File: src/rtl/dgs_pkg.sv
`timescale 1ns / 1ps

package dgs_pkg;

    localparam int TABLE_DEPTH   = 512;
    localparam int TABLE_AW      = 9;
    localparam int RES_BITS      = 64;
    localparam int CNT_BITS      = 7;
    localparam int WORD_BITS     = 32;
    localparam int IN_DATA_BITS  = 56;
    localparam int SAMPLE_BITS   = 16;
    localparam int PADDR_BITS    = 4;

    localparam logic [4:0] MAX_ROWS_M1    = 5'd31;
    localparam logic [4:0] MAX_ROW_BYTES  = 5'd16;
    localparam logic [4:0] BINARY_LIMIT   = 5'd16;
    localparam logic [4:0] LAST_RESULT    = 5'd20;

    localparam logic [1:0] REG_ROW_COUNT    = 2'd0;
    localparam logic [1:0] REG_ROW_BYTES    = 2'd1;
    localparam logic [1:0] REG_SCALE_K      = 2'd2;
    localparam logic [1:0] REG_SCALE_K_BITS = 2'd3;

    localparam logic CMD_TABLE   = 1'b0;
    localparam logic CMD_ENTROPY = 1'b1;

    typedef enum logic [2:0] {
        PH_BIN_FIRST,
        PH_BIN_ROUND,
        PH_DRAW_Y,
        PH_DRAW_U,
        PH_BER
    } t_phase;

    typedef enum logic [2:0] {
        ST_IDLE,
        ST_APPEND,
        ST_RUN,
        ST_LOOKUP,
        ST_FLUSH
    } t_state;

    typedef struct packed {
        logic [4:0] rows_m1;
        logic [4:0] rb;
        logic [9:0] k;
        logic [3:0] kb;
    } t_cfg;

    typedef struct packed {
        logic take_in;
        logic write_table;
        logic append;
        logic step;
        logic use_table;
        logic finish;
    } t_cmd;

    typedef struct packed {
        logic starved;
        logic need_read;
        logic accept;
        logic out_free;
    } t_status;

endpackage

File: src/rtl/dgs_ctrl.sv
`timescale 1ns / 1ps

module dgs_ctrl
    import dgs_pkg::*;
(
    input  logic    i_clk,
    input  logic    i_rst_n,
    input  logic    i_in_valid,
    input  logic    i_in_command,
    input  t_status i_status,
    output logic    o_in_ready,
    output t_cmd    o_cmd
);

    t_state     r_state, n_state;
    logic [4:0] r_nres;

    always_comb begin
        n_state = r_state;
        case (r_state)
            ST_IDLE: begin
                if (i_in_valid && i_in_command == CMD_ENTROPY) begin
                    n_state = ST_APPEND;
                end
            end
            ST_APPEND: begin
                n_state = ST_RUN;
            end
            ST_RUN: begin
                if (i_status.starved) begin
                    n_state = ST_FLUSH;
                end else if (i_status.need_read) begin
                    n_state = ST_LOOKUP;
                end else if (i_status.out_free && i_status.accept && r_nres == LAST_RESULT) begin
                    n_state = ST_FLUSH;
                end
            end
            ST_LOOKUP: begin
                if (i_status.out_free) begin
                    if (i_status.accept && r_nres == LAST_RESULT) begin
                        n_state = ST_FLUSH;
                    end else begin
                        n_state = ST_RUN;
                    end
                end
            end
            ST_FLUSH: begin
                if (i_status.out_free) begin
                    n_state = ST_IDLE;
                end
            end
            default: begin
                n_state = ST_IDLE;
            end
        endcase
    end

    always_comb begin
        o_in_ready        = 1'b0;
        o_cmd             = '0;
        case (r_state)
            ST_IDLE: begin
                o_in_ready        = 1'b1;
                o_cmd.take_in     = i_in_valid;
                o_cmd.write_table = i_in_valid && i_in_command == CMD_TABLE;
            end
            ST_APPEND: begin
                o_cmd.append = 1'b1;
            end
            ST_RUN: begin
                o_cmd.step = !i_status.starved && !i_status.need_read && i_status.out_free;
            end
            ST_LOOKUP: begin
                o_cmd.step      = i_status.out_free;
                o_cmd.use_table = 1'b1;
            end
            ST_FLUSH: begin
                o_cmd.finish = i_status.out_free;
            end
            default: begin
                o_in_ready = 1'b0;
            end
        endcase
    end

    always_ff @(posedge i_clk) begin
        if (!i_rst_n) begin
            r_state <= ST_IDLE;
            r_nres  <= '0;
        end else begin
            r_state <= n_state;
            if (o_cmd.append) begin
                r_nres <= '0;
            end else if (o_cmd.step && i_status.accept) begin
                r_nres <= r_nres + 5'd1;
            end
        end
    end

endmodule

File: config.mk
export PLATFORM = sky130hd
export DESIGN_NAME = dgs_ctrl
export DESIGN_NICKNAME = d
export VERILOG_FILES = /design/src/rtl/dgs_pkg.sv /design/src/rtl/dgs_ctrl.sv
export SDC_FILE = /design/constraint.sdc
export NUM_CORES = 1
export LEC_CHECK = 0
export CAP_MARGIN = 30
export CELL_PAD_IN_SITES_DETAIL_PLACEMENT = 1
export CELL_PAD_IN_SITES_GLOBAL_PLACEMENT = 2
export CORE_UTILIZATION = 29
export DETAILED_ROUTE_END_ITERATION = 7
export DONT_BUFFER_PORTS = 1
export PLACE_DENSITY_LB_ADDON = 0.1
export SLEW_MARGIN = 0
export SYNTH_ARGS = -nofsm -noshare
export SYNTH_HDL_FRONTEND = slang
export SYNTH_SLANG_ARGS = --single-unit
File: constraint.sdc
create_clock -name i_clk -period 2.5 [get_ports i_clk]
set_clock_uncertainty 0.15 [all_clocks]
set_input_delay 0.25 -clock i_clk [delete_from_list [all_inputs] [get_ports i_clk]]
set_output_delay 0.25 -clock i_clk [all_outputs]
set_load 0.02 [all_outputs]
# Word level (Yosys, flattened, before mapping)
# Index checks and enable logic that the tools add are counted.
[word_totals]
ff_bits = 8
in_bits = 8
elab_cells = 41
[op_classes]
add_sub_neg = 1
n_reduce_logical = 13
eq_ne = 9
muxes = 14
n_bitwise = 2
[ops]
columns = ["operator", "count"]
rows = [
  ["3-bit 2-to-1 mux", 7],
  ["3-bit case mux with 5 select lines", 1],
  ["1-bit logical AND", 8],
  ["3-bit by 2-bit equality test with 1-bit output, second input constant", 2],
  ["2-bit inequality test, second input constant", 3],
  ["5-bit by 1-bit adder with 5-bit output, second input constant", 1],
  ["5-bit equality test, second input constant", 1],
  ["1-bit 2-to-1 mux", 4],
  ["4-bit inequality test, second input constant", 1],
  ["4-bit AND reduction", 1],
  ["3-bit by 1-bit equality test with 1-bit output, second input constant", 1],
  ["3-bit equality test, second input constant", 1],
  ["3-bit zero test", 1],
  ["1-bit zero test", 2],
  ["2-bit 2-to-1 mux", 1],
  ["1-bit NOT", 2],
  ["1-bit case mux with 2 select lines", 1],
  ["2-bit OR reduction", 1],
]

# Logic depth before layout (Yosys ltp)
# Gate-level depths: netlist of the first run.
[logic_depth]
word_depth = 6
ltp_mapped = 6

# Worst setup path before layout of the first run
# Ideal clock, no wire load.
[synth_path]
path_type = "reg-to-output"
from = "register r_state[1]"
to = "output o_cmd[4] in the netlist's numbering"
path_stages_with_launch = 5
slack_ns = 0.358
t_arrival_ns = 1.742
n_path_buf = 1
cell_sequence = "dfxtp_1 > buf_2 > nor3_1 > and2_1 > nor2b_1"
[synth_rtl]
columns = ["element", "line_no", "text"]
rows = [
  ["start, declared", "dgs_ctrl.sv:15", "t_state r_state, n_state;"],
  ["start signal, assigned", "dgs_ctrl.sv:91", "r_state <= n_state;"],
  ["end, declared", "dgs_ctrl.sv:12", "output t_cmd o_cmd"],
]

==> run_results.csv, run 1 <==
group,metric,value,unit
clocking,tritoncts_clock_tree,"done",
clocking,clock_tree.htree_level_count,1,
yosys,synthesis.nets,77,
timing,worst-slew-pin-transition,389,ps
critical_path,worstSetupEndpointType,"primary output",
final_layout,fin_util,35.5,%
global_route,grt.total_usage,13.9,%
timing,finalSetupViolCount,0,
yosys,postSynth.topFlopCell,"sky130_fd_sc_hd__dfxtp_1",
critical_path,reg2reg_slack,620,ps
route,vias_after_detailed_routing,488,
clocking,clock-root-buffer,"sky130_fd_sc_hd__clkbuf_4",
final_layout,layout.nets,83,
power,powerDensity,858,nW/µm²
clocking,cts.repair.resized,0,
floorplan,fp-row-count,15,
power,total_power,0.000548,W
final_layout,syn2layout_area_growth,10.1,%
timing,fin_crit,2020,ps
power,switching_share,41.5,%
placed_design,pre_cts_ws,629,ps
yosys,async_flop_share,0,%
timing,post_route_worst_hold_slack,7.92,ps
route,drc,0,
route,vias_per_cell,5.08,
global_route,maximum_number_of_pins_on_one_net_before_global_route_repair,12,
power,share_comb_of_total_power,49.6,%
run_status,status,"completed",
clocking,clkLatencyLatePin,250,ps
clocking,ctsLongestPathBuffers,2,
final_layout,share_of_final_layout_standard_cells_stronger_than_drive_strength_1,16.9,%
global_route,grt_pass1_vias,458,
route,dr.pass1.iters,4,
route,initialDrtViolationCount,5,
critical_path,critPathArrivalTime,1620,ps
final_layout,final_antenna_diode_count,0,
critical_path,ff2ff_path_depth,6,
power,cellLeakagePower,0.271,nW
floorplan,effective_utilization_at_floorplan,32.2,%
power,pwr-share-clk,18.0,%
timing,finalMaxSlewViolations,0,
floorplan,floorplan.die_area,2180,µm²
timing,final_hold_violations,0,
placed_design,place_hpwl,1010,µm
clocking,clock_sink_count,8,
route,post_drt_wl_per_cell,13.5,µm
yosys,synth.cell_area,581,µm²
placed_design,finalWeightedCongestion,0.846,
placed_design,buffer_ports.inserted,0,
power,power_frac_seq,32.5,%
route,total_routed_length,1300,µm
route,drt.antenna.violating_nets,0,
yosys,synthCells,67,
yosys,number_of_flops_mapped_to_enable_cells_by_yosys,0,
hold_path,hold-path-cell-count,2,
critical_path,criticalPathCategory,"register to primary output",
clocking,clkTransAtPathRegs,60,ps
global_route,grt_first_pass_wirelength,2090,µm
clocking,cts_inserted_buffers,3,
timing,finalSetupTns,0,ps
yosys,yosys.cell_types.count,32,
global_route,globalRouteOverflowTotal,0,
floorplan,design.portCount,15,
yosys,synth.yosys.seq_area_share,27.6,%
floorplan,die-width,46.7,µm
hold_path,hp-class,"primary input to register",
timing,tightest_slew_margin_relative_to_the_limit,74.0,%
floorplan,fp.coreArea,1800,µm²
global_route,antenna_found_initial,0,
critical_path,crit_fanout,11,
power,netSwitchingPower,0.000227,W
critical_path,critPathRequiredTime,2100,ps
critical_path,cp-start-kind,"register",
final_layout,fillerInstances,225,
job,max-cap-violations,0,
power,vdd_drop_max,0.414,mV
timing,fin_crit_sh,81.0,%
floorplan,chipHeight,46.7,µm
power,internal_power_summed_over_all_cells,0.000321,W
yosys,synth_seq_cells,8,
yosys,synth_warnings,0,
yosys,synthesis.area_per_instance,8.67,µm²
timing,rsz0062_at_grt,"false",
timing,setup_ws,475,ps
timing,max_freq,494,MHz
metrics by stage:
step           instances  area, µm²
2_1_floorplan         67        581
3_3_place_gp          92        607
3_5_place_dp          92        607
4_1_cts               96        639
5_1_grt               96        639
6_report              96        639
layout by cell type (no fill, tap or decap), drive strengths merged, types with 2 or more instances in the layout:
cell type  n
dfxtp      8
ha         2
nand4      3
nand4b     2
and3       3
nor2       6
inv        6
nor3       2
nand2      3
clkbuf     3
xor2       3
and2       3
mux2i      3
buf        3
a211oi     3
nor2b      2
nand3      2
worst paths after layout:
check,startpoint,end
worst max-delay path,r_state[1],o_cmd[4]
worst max register to register,r_nres[0],r_state[1]
worst min register to register,r_nres[3],r_nres[3]
worst min-delay path,i_rst_n,r_state[1]
kinds of logic after synthesis:
group | synth area share [%]
and+or+nand+nor | 33.6
AOI/OAI and AO/OA | 14.7
buffers and inverters | 8.62
DFF | 27.6
xor gates and xnor gates | 6.04
muxes | 5.17
adders and majority gates | 4.31
power by group through the flow:
stage / combinational (W) / clock [W] / sequential (W)
floorplan: 0.000244 / 0 / 0.000150
global placement: 0.000276 / 0 / 0.000179
detailed placement: 0.000270 / 0 / 0.000179
CTS: 0.000274 / 0.000104 / 0.000177
global route: 0.000293 / 0.000114 / 0.000182
finish: 0.000272 / 0.0000986 / 0.000178
registers in the layout, summed over array words and instances, names as in the netlist:
| name | count |
|---|---|
| r_nres | 5 |
| r_state | 3 |
repair_timing:
action | 4_1_cts | 5_1_grt
hold buffers | 1 | 0
setup buffers | 0 | 0
setup endpoints to repair | 0 | 0
hold endpoints to repair | 2 | 0
critical path, cell delays in order, from the launching register on:
cell	delay (ps)
sky130_fd_sc_hd__dfxtp_1	400
sky130_fd_sc_hd__nor3_1	280
sky130_fd_sc_hd__buf_4	200
sky130_fd_sc_hd__and2_1	140
sky130_fd_sc_hd__nor2b_1	350
layer usage:
layer  track usage [%]  share of wire, %
met5                 0                 0
met2              17.5                36
met3              2.31               5.4
met4              10.3               2.7
met1              20.8                55
cell type report:
type	instances	area, µm²	area share [%]
multi-input cells	50	370	57.9
flip-flops and latches	8	160	25.0
repair buffers	4	32.5	5.09
well taps	25	31.3	4.89
clock buffers	3	22.5	3.52
inverters	6	22.5	3.52
synthesized netlist by cell type, types with 2 or more instances:
| library cell | n | share of area, % |
|---|---|---|
| sky130_fd_sc_hd__ha_1 | 2 | 4.3 |
| sky130_fd_sc_hd__nand3_1 | 2 | 1.7 |
| sky130_fd_sc_hd__dfxtp_1 | 8 | 28 |
| sky130_fd_sc_hd__buf_6 | 2 | 3.9 |
| sky130_fd_sc_hd__and2_2 | 2 | 2.6 |
| sky130_fd_sc_hd__inv_1 | 6 | 3.9 |
| sky130_fd_sc_hd__nand2_1 | 3 | 1.9 |
| sky130_fd_sc_hd__nor3_1 | 2 | 1.7 |
| sky130_fd_sc_hd__a211oi_1 | 2 | 2.6 |
| sky130_fd_sc_hd__mux2i_1 | 3 | 5.2 |
| sky130_fd_sc_hd__nand4b_1 | 2 | 3.0 |
| sky130_fd_sc_hd__xor2_1 | 3 | 4.5 |
| sky130_fd_sc_hd__nor2_1 | 6 | 3.9 |
| sky130_fd_sc_hd__and3_1 | 3 | 3.2 |
| sky130_fd_sc_hd__nor2b_1 | 2 | 2.2 |
| sky130_fd_sc_hd__nand4_1 | 3 | 3.2 |
Power figures use the tool's default switching activity.
==> inputs of run 2 (changes only) <==
--- a/config.mk
+++ b/config.mk
@@ -5,10 +5,11 @@
 export SDC_FILE = /design/constraint.sdc
 export NUM_CORES = 1
 export LEC_CHECK = 0
+export ABC_AREA = 1
 export CAP_MARGIN = 30
 export CELL_PAD_IN_SITES_DETAIL_PLACEMENT = 1
 export CELL_PAD_IN_SITES_GLOBAL_PLACEMENT = 2
-export CORE_UTILIZATION = 29
+export CORE_UTILIZATION = 28
 export DETAILED_ROUTE_END_ITERATION = 7
 export DONT_BUFFER_PORTS = 1
 export PLACE_DENSITY_LB_ADDON = 0.1
==> constraint.sdc (replaced) <==
create_clock -name i_clk -period 1.7 [get_ports i_clk]
set_clock_uncertainty 0.15 [all_clocks]
set_input_delay 0.17 -clock i_clk [delete_from_list [all_inputs] [get_ports i_clk]]
set_output_delay 0.17 -clock i_clk [all_outputs]
set_load 0.02 [all_outputs]
==> run_results.csv, run 2 <==
group,metric,value,unit
global_route,antenna_found_initial,0,
yosys,synth_warnings,0,
route,vias_per_cell,4.63,
clocking,cts.repair_timing.setup_buffer_count,0,
yosys,synthCells,96,
floorplan,fp-row-count,16,
hold_path,hold-path-cell-count,3,
clocking,cts_inserted_buffers,3,
yosys,yosys.cell_types.count,20,
yosys,synthesis.area_per_instance,6.48,µm²
yosys,async_flop_share,0,%
final_layout,layout.cells.most_common_list,"sky130_fd_sc_hd__nand2_1, sky130_fd_sc_hd__nand3_1, sky130_fd_sc_hd__inv_1, sky130_fd_sc_hd__nor2_1, sky130_fd_sc_hd__a21oi_1",
critical_path,critical_path.slowest_cell,"sky130_fd_sc_hd__dfxtp_2",
floorplan,effective_utilization_at_floorplan,30.8,%
final_layout,largest_register_ffs,5,
global_route,maximum_number_of_pins_on_one_net_before_global_route_repair,9,
critical_path,max_incr_delay_on_cp,350,ps
timing,post_route_worst_hold_slack,53.5,ps
run_status,status,"completed",
clocking,ctsLongestPathBuffers,2,
yosys,synth_most_common_cell,"sky130_fd_sc_hd__nand2_1",
timing,fin_crit,1600,ps
final_layout,syn2layout_area_growth,16.1,%
critical_path,crit_cells,6,
clocking,tritoncts_clock_tree,"done",
yosys,number_of_flops_mapped_to_enable_cells_by_yosys,0,
placed_design,placedInstanceArea,682,µm²
power,vdd_drop_max,0.387,mV
yosys,synthesis.nets,106,
critical_path,critPathArrivalTime,1280,ps
route,drc,0,
timing,finalSetupTns,0,ps
timing,fin_crit_sh,94.3,%
final_layout,finish.instance_area,722,µm²
clocking,clock_tree.htree_level_count,1,
timing,finalMaxSlewViolations,0,
critical_path,path_cells,"nor2_2 -> nand2_2 -> nor2_4 -> inv_2 -> a21oi_2 -> buf_4",
critical_path,ff2ff_path_depth,10,
global_route,globalRouteOverflowTotal,0,
timing,max_freq,624,MHz
job,max-cap-violations,0,
global_route,grt_first_pass_wirelength,2680,µm
route,dr.pass1.iters,3,
route,total_routed_length,1510,µm
final_layout,fin_util,35.7,%
placed_design,place_hpwl,1240,µm
yosys,synth_top_cells_by_area,"sky130_fd_sc_hd__dfxtp_1, sky130_fd_sc_hd__nand2_1, sky130_fd_sc_hd__nand3_1",
floorplan,fp.coreArea,2020,µm²
critical_path,criticalPathCategory,"register to primary output",
clocking,clock_sink_count,8,
final_layout,reg_top3,"r_nres x5, r_state x3",
final_layout,final_antenna_diode_count,0,
floorplan,design.portCount,15,
final_layout,share_of_final_layout_standard_cells_stronger_than_drive_strength_1,28.8,%
yosys,synth_top_cell_by_area,"sky130_fd_sc_hd__dfxtp_1",
global_route,grt_pass1_vias,623,
timing,rsz0062_at_grt,"false",
yosys,synth_largest_type_area_fraction,25.8,%
critical_path,critPathRequiredTime,1380,ps
final_layout,register_with_the_most_flip_flops,"r_nres",
route,post_drt_wl_per_cell,11.5,µm
global_route,grt.total_usage,14.5,%
yosys,synth.cells.most_frequent,"sky130_fd_sc_hd__nand2_1, sky130_fd_sc_hd__nand3_1, sky130_fd_sc_hd__inv_1",
power,powerDensity,1220,nW/µm²
floorplan,floorplan.die_area,2410,µm²
yosys,synth.yosys.seq_area_share,25.8,%
critical_path,worstSetupEndpointType,"primary output",
clocking,clkLatencyLatePin,250,ps
critical_path,crit_buf_inv,2,
route,initialDrtViolationCount,4,
timing,tightest_slew_margin_relative_to_the_limit,74.8,%
route,drt.antenna.violating_nets,0,
placed_design,finalWeightedCongestion,0.740,
yosys,synth_seq_cells,8,
critical_path,crit_fanout,5,
power,cellLeakagePower,0.307,nW
clocking,clock-root-buffer,"sky130_fd_sc_hd__clkbuf_4",
clocking,clkTransAtPathRegs,50,ps
floorplan,die-width,49.1,µm
critical_path,cp_top_family,"flip-flops",
final_layout,commonest_non_fill_non_tap_cell_in_the_layout,"sky130_fd_sc_hd__nand2_1",
yosys,synth.cell_area,622,µm²
yosys,postSynth.topFlopCell,"sky130_fd_sc_hd__dfxtp_1",
hold_path,hp-class,"primary input to register",
floorplan,chipHeight,49.1,µm
final_layout,layout.nets,116,
placed_design,buffer_ports.inserted,0,
critical_path,cp-start-kind,"register",
timing,worst-slew-pin-transition,376,ps
timing,finalSetupViolCount,0,
timing,final_hold_violations,0,
route,vias_after_detailed_routing,606,
-- run 2: changes by cell type after synthesis, moves of 3 or more --
| cell | delta |
|---|---|
| sky130_fd_sc_hd__and3_1 | -3 |
| sky130_fd_sc_hd__nand2_1 | +16 |
| sky130_fd_sc_hd__a21oi_1 | +7 |
| sky130_fd_sc_hd__nor2_2 | +4 |
| sky130_fd_sc_hd__nand4_1 | -3 |
| sky130_fd_sc_hd__nand2_2 | +5 |
| sky130_fd_sc_hd__nand3_1 | +11 |
| sky130_fd_sc_hd__inv_1 | +5 |
| sky130_fd_sc_hd__o21ai_0 | +3 |
| sky130_fd_sc_hd__inv_2 | +4 |
| sky130_fd_sc_hd__mux2i_1 | -3 |
-- run 2: logic make-up after synthesis --
family	after synthesis	synth area share, %
adders and majority gates	2	4.02
buffers and inverters	16	10.9
AOI/OAI and AO/OA	12	10.3
DFF	8	25.8
and+or+nand+nor	55	44.9
xor gates and xnor gates	3	4.23
-- run 2: where the power goes --
part | leakage, nW | total [W] | internal (W) | switching (W)
logic | 0.227 | 0.000469 | 0.000158 | 0.000312
registers | 0.0661 | 0.000271 | 0.000220 | 0.0000509
clock network | 0.0138 | 0.000142 | 0.0000806 | 0.0000611
-- run 2: per-stage QoR --
stage               power, W  std cells  setup WS (ps)
CTS                 0.000899        131           23.8
detailed placement  0.000741        127            277
finish              0.000881        131           96.5
global placement    0.000742        127            267
floorplan           0.000635         96            276
global route        0.000980        131           10.5
-- run 2: area by class of cell --
type	count	area, µm²
clock buffers	3	22.5
fillers	286	1300
inverters	15	56.3
multi-input cells	72	398
flip-flops and latches	8	164
well taps	27	33.8
repair buffers	6	47.5
-- run 2: what timing repair did --
item                                    in CTS  in global routing
hold buffers                                 1                  0
endpoints found under the setup margin       1                  3
endpoints found under the hold margin        3                  0
gates resized for setup                      1                  3
-- run 2: path summary, 6_finish.rpt --
check	startpoint	endpoint	slack [ps]
max reg2reg	r_nres[0]	r_state[1]	300
min	i_rst_n	r_nres[4]	50
min reg2reg	r_nres[3]	r_nres[3]	320
max	r_state[0]	o_cmd[2]	100
-- run 2: per-layer routing --
metal  global-route usage, %  wire length [µm]  up-vias
met4                    2.94                 0        0
met1                    15.9               638      280
li1                        -                 -      320
met5                       0                 0        -
met3                    4.67                47        0
met2                    26.7               820        6
-- run 2: worst min-delay path, stage by stage --
cell	delay, ps
sky130_fd_sc_hd__o21ai_0	60
sky130_fd_sc_hd__buf_4	140
sky130_fd_sc_hd__a21oi_1	40
==> inputs of run 3 (changes only) <==
--- a/config.mk
+++ b/config.mk
@@ -10,6 +10,7 @@
 export CELL_PAD_IN_SITES_DETAIL_PLACEMENT = 1
 export CELL_PAD_IN_SITES_GLOBAL_PLACEMENT = 2
 export CORE_UTILIZATION = 28
+export CTS_BUF_LIST = sky130_fd_sc_hd__clkbuf_16
 export DETAILED_ROUTE_END_ITERATION = 7
 export DONT_BUFFER_PORTS = 1
 export PLACE_DENSITY_LB_ADDON = 0.1
==> run_results.csv, run 3 (synthesis results as in run 2) <==
group,metric,value,unit
clocking,clock_sink_count,8,
global_route,grt.total_usage,15.2,%
clocking,clock-root-buffer,"sky130_fd_sc_hd__clkbuf_16",
floorplan,design.portCount,15,
floorplan,effective_utilization_at_floorplan,30.8,%
critical_path,worstSetupEndpointType,"primary output",
timing,finalSetupTns,0,ps
clocking,clock_tree.htree_level_count,1,
route,drc,0,
critical_path,critical_path.slowest_cell,"sky130_fd_sc_hd__dfxtp_1",
power,cellLeakagePower,0.330,nW
timing,fin_crit_sh,94.5,%
clocking,clkLatencyLatePin,230,ps
floorplan,chipHeight,49.1,µm
placed_design,buffer_ports.inserted,0,
critical_path,crit_fanout,5,
placed_design,finalWeightedCongestion,0.740,
route,total_routed_length,1580,µm
clocking,ctsLongestPathBuffers,2,
power,vdd_drop_max,0.701,mV
critical_path,critPathRequiredTime,1380,ps
global_route,antenna_found_initial,0,
power,powerDensity,1460,nW/µm²
final_layout,syn2layout_area_growth,24.1,%
timing,tightest_slew_margin_relative_to_the_limit,74.8,%
timing,finalMaxSlewViolations,0,
timing,finalSetupViolCount,0,
critical_path,critical_path.endpoint,"o_cmd[2]",
route,drt.antenna.violating_nets,0,
timing,post_route_worst_hold_slack,74.9,ps
timing,worst-slew-pin-transition,376,ps
run_status,status,"completed",
route,vias_per_cell,4.62,
timing,final_hold_violations,0,
route,dr.pass1.iters,4,
route,wl_met1,660,µm
final_layout,register_with_the_most_flip_flops,"r_nres",
critical_path,cp-start-kind,"register",
critical_path,max_incr_delay_on_cp,360,ps
placed_design,place_hpwl,1240,µm
critical_path,criticalPathCategory,"register to primary output",
final_layout,reg_top3,"r_nres x5, r_state x3",
floorplan,fp-row-count,16,
final_layout,final_antenna_diode_count,0,
critical_path,r2r_start,"r_nres[0]",
final_layout,commonest_non_fill_non_tap_cell_in_the_layout,"sky130_fd_sc_hd__nand2_1",
route,initialDrtViolationCount,4,
route,route.met2.wl,859,µm
job,max-cap-violations,0,
final_layout,layout.cells.most_common_list,"sky130_fd_sc_hd__nand2_1, sky130_fd_sc_hd__nand3_1, sky130_fd_sc_hd__inv_1, sky130_fd_sc_hd__nor2_1",
route,post_drt_wl_per_cell,12.1,µm
clocking,cts_inserted_buffers,3,
floorplan,fp.coreArea,2020,µm²
clocking,clkTransAtPathRegs,40,ps
final_layout,multi_input_area,398,µm²
critical_path,reg2reg_slack,290,ps
global_route,grt_first_pass_wirelength,2730,µm
final_layout,fillerInstances,276,
floorplan,die-width,49.1,µm
clocking,tritoncts_clock_tree,"done",
final_layout,seq_cell_area,161,µm²
clocking,cts.repair_timing.setup_buffer_count,0,
critical_path,timing.rr.end,"r_state[1]",
timing,rsz0062_at_grt,"false",
critical_path,ff2ff_path_depth,10,
route,vias_after_detailed_routing,605,
global_route,maximum_number_of_pins_on_one_net_before_global_route_repair,9,
final_layout,share_of_final_layout_standard_cells_stronger_than_drive_strength_1,26.9,%
floorplan,floorplan.die_area,2410,µm²
global_route,grt_pass1_vias,626,
route,wl_met3,41,µm
global_route,globalRouteOverflowTotal,0,
timing,fin_crit,1610,ps
critical_path,path_cells,"nor2_2 -> nand2_2 -> nor2_4 -> inv_2 -> a21oi_2 -> buf_4",
hold_path,hp-class,"primary input to register",
hold_path,worstHoldStart,"i_rst_n",
critical_path,critPathArrivalTime,1290,ps
final_layout,largest_register_ffs,5,
route,top_signal_layer_used,"met4",
critical_path,worst_setup_path_startpoint,"r_state[2]",
timing,max_freq,622,MHz
final_layout,layout.nets,116,
==> run 3: cell types whose count changed in the layout (fill, tap and decap cells not counted) <==
cell / delta
sky130_fd_sc_hd__dfxtp_1: +2
sky130_fd_sc_hd__clkbuf_4: -3
sky130_fd_sc_hd__clkbuf_16: +3
sky130_fd_sc_hd__dfxtp_2: -2
==> run 3: worst min path at each step <==
stage	endpoint	slack, ps	depth (start not counted)
after floorplan	r_state[1]	140	2
after global placement	r_state[1]	140	2
after detailed placement	r_state[1]	150	2
after CTS	r_nres[2]	80	3
after global routing	r_nres[3]	110	3
final	r_nres[2]	70	3
==> run 3: where the power goes <==
part / internal (W) / total (W) / switching, W
combinational: 0.000156 / 0.000471 / 0.000315
clock: 0.000303 / 0.000390 / 0.0000871
sequential: 0.000217 / 0.000268 / 0.0000515
total: 0.000675 / 0.00113 / 0.000453
==> run 3: metrics by stage <==
| step | util, % | area, µm² | total power (W) | setup slack, ps | instances |
|---|---|---|---|---|---|
| global route | 38.2 | 772 | 0.00122 | 18.6 | 131 |
| floorplan | - | 622 | 0.000635 | 276 | 96 |
| detailed placement | 33.7 | 682 | 0.000741 | 277 | 127 |
| global placement | 33.7 | 682 | 0.000742 | 267 | 127 |
| finish | 38.2 | 772 | 0.00113 | 93.4 | 131 |
| CTS | 37.9 | 767 | 0.00115 | 24.2 | 131 |
==> run 3: repair_timing <==
| action | 4_1_cts | 5_1_grt |
|---|---|---|
| setup endpoints to repair | 0 | 2 |
| endpoints found under the hold margin | 3 | 0 |
| hold buffers | 1 | 0 |
| gates resized for setup | 0 | 2 |
==> run 3: per-layer routing <==
layer	GRT usage, %	vias up
li1	-	319
met4	7.35	0
met1	15.8	278
met3	3.74	2
met5	0	-
met2	28.1	6
==> run 3: final cells by class <==
cell class | instances | share of cell area [%]
inverters | 15 | 7.29
flip-flops and latches | 8 | 20.9
multi-input cells | 72 | 51.5
clock buffers | 3 | 9.72
well taps | 27 | 4.38
repair buffers | 6 | 6.16
==> run 3: worst max-delay path: cells and delay by family (launching register included) <==
family | cells | cell delay (ps)
flops | 1 | 360
compound gates | 1 | 110
simple gates | 3 | 370
buf+inv | 2 | 210
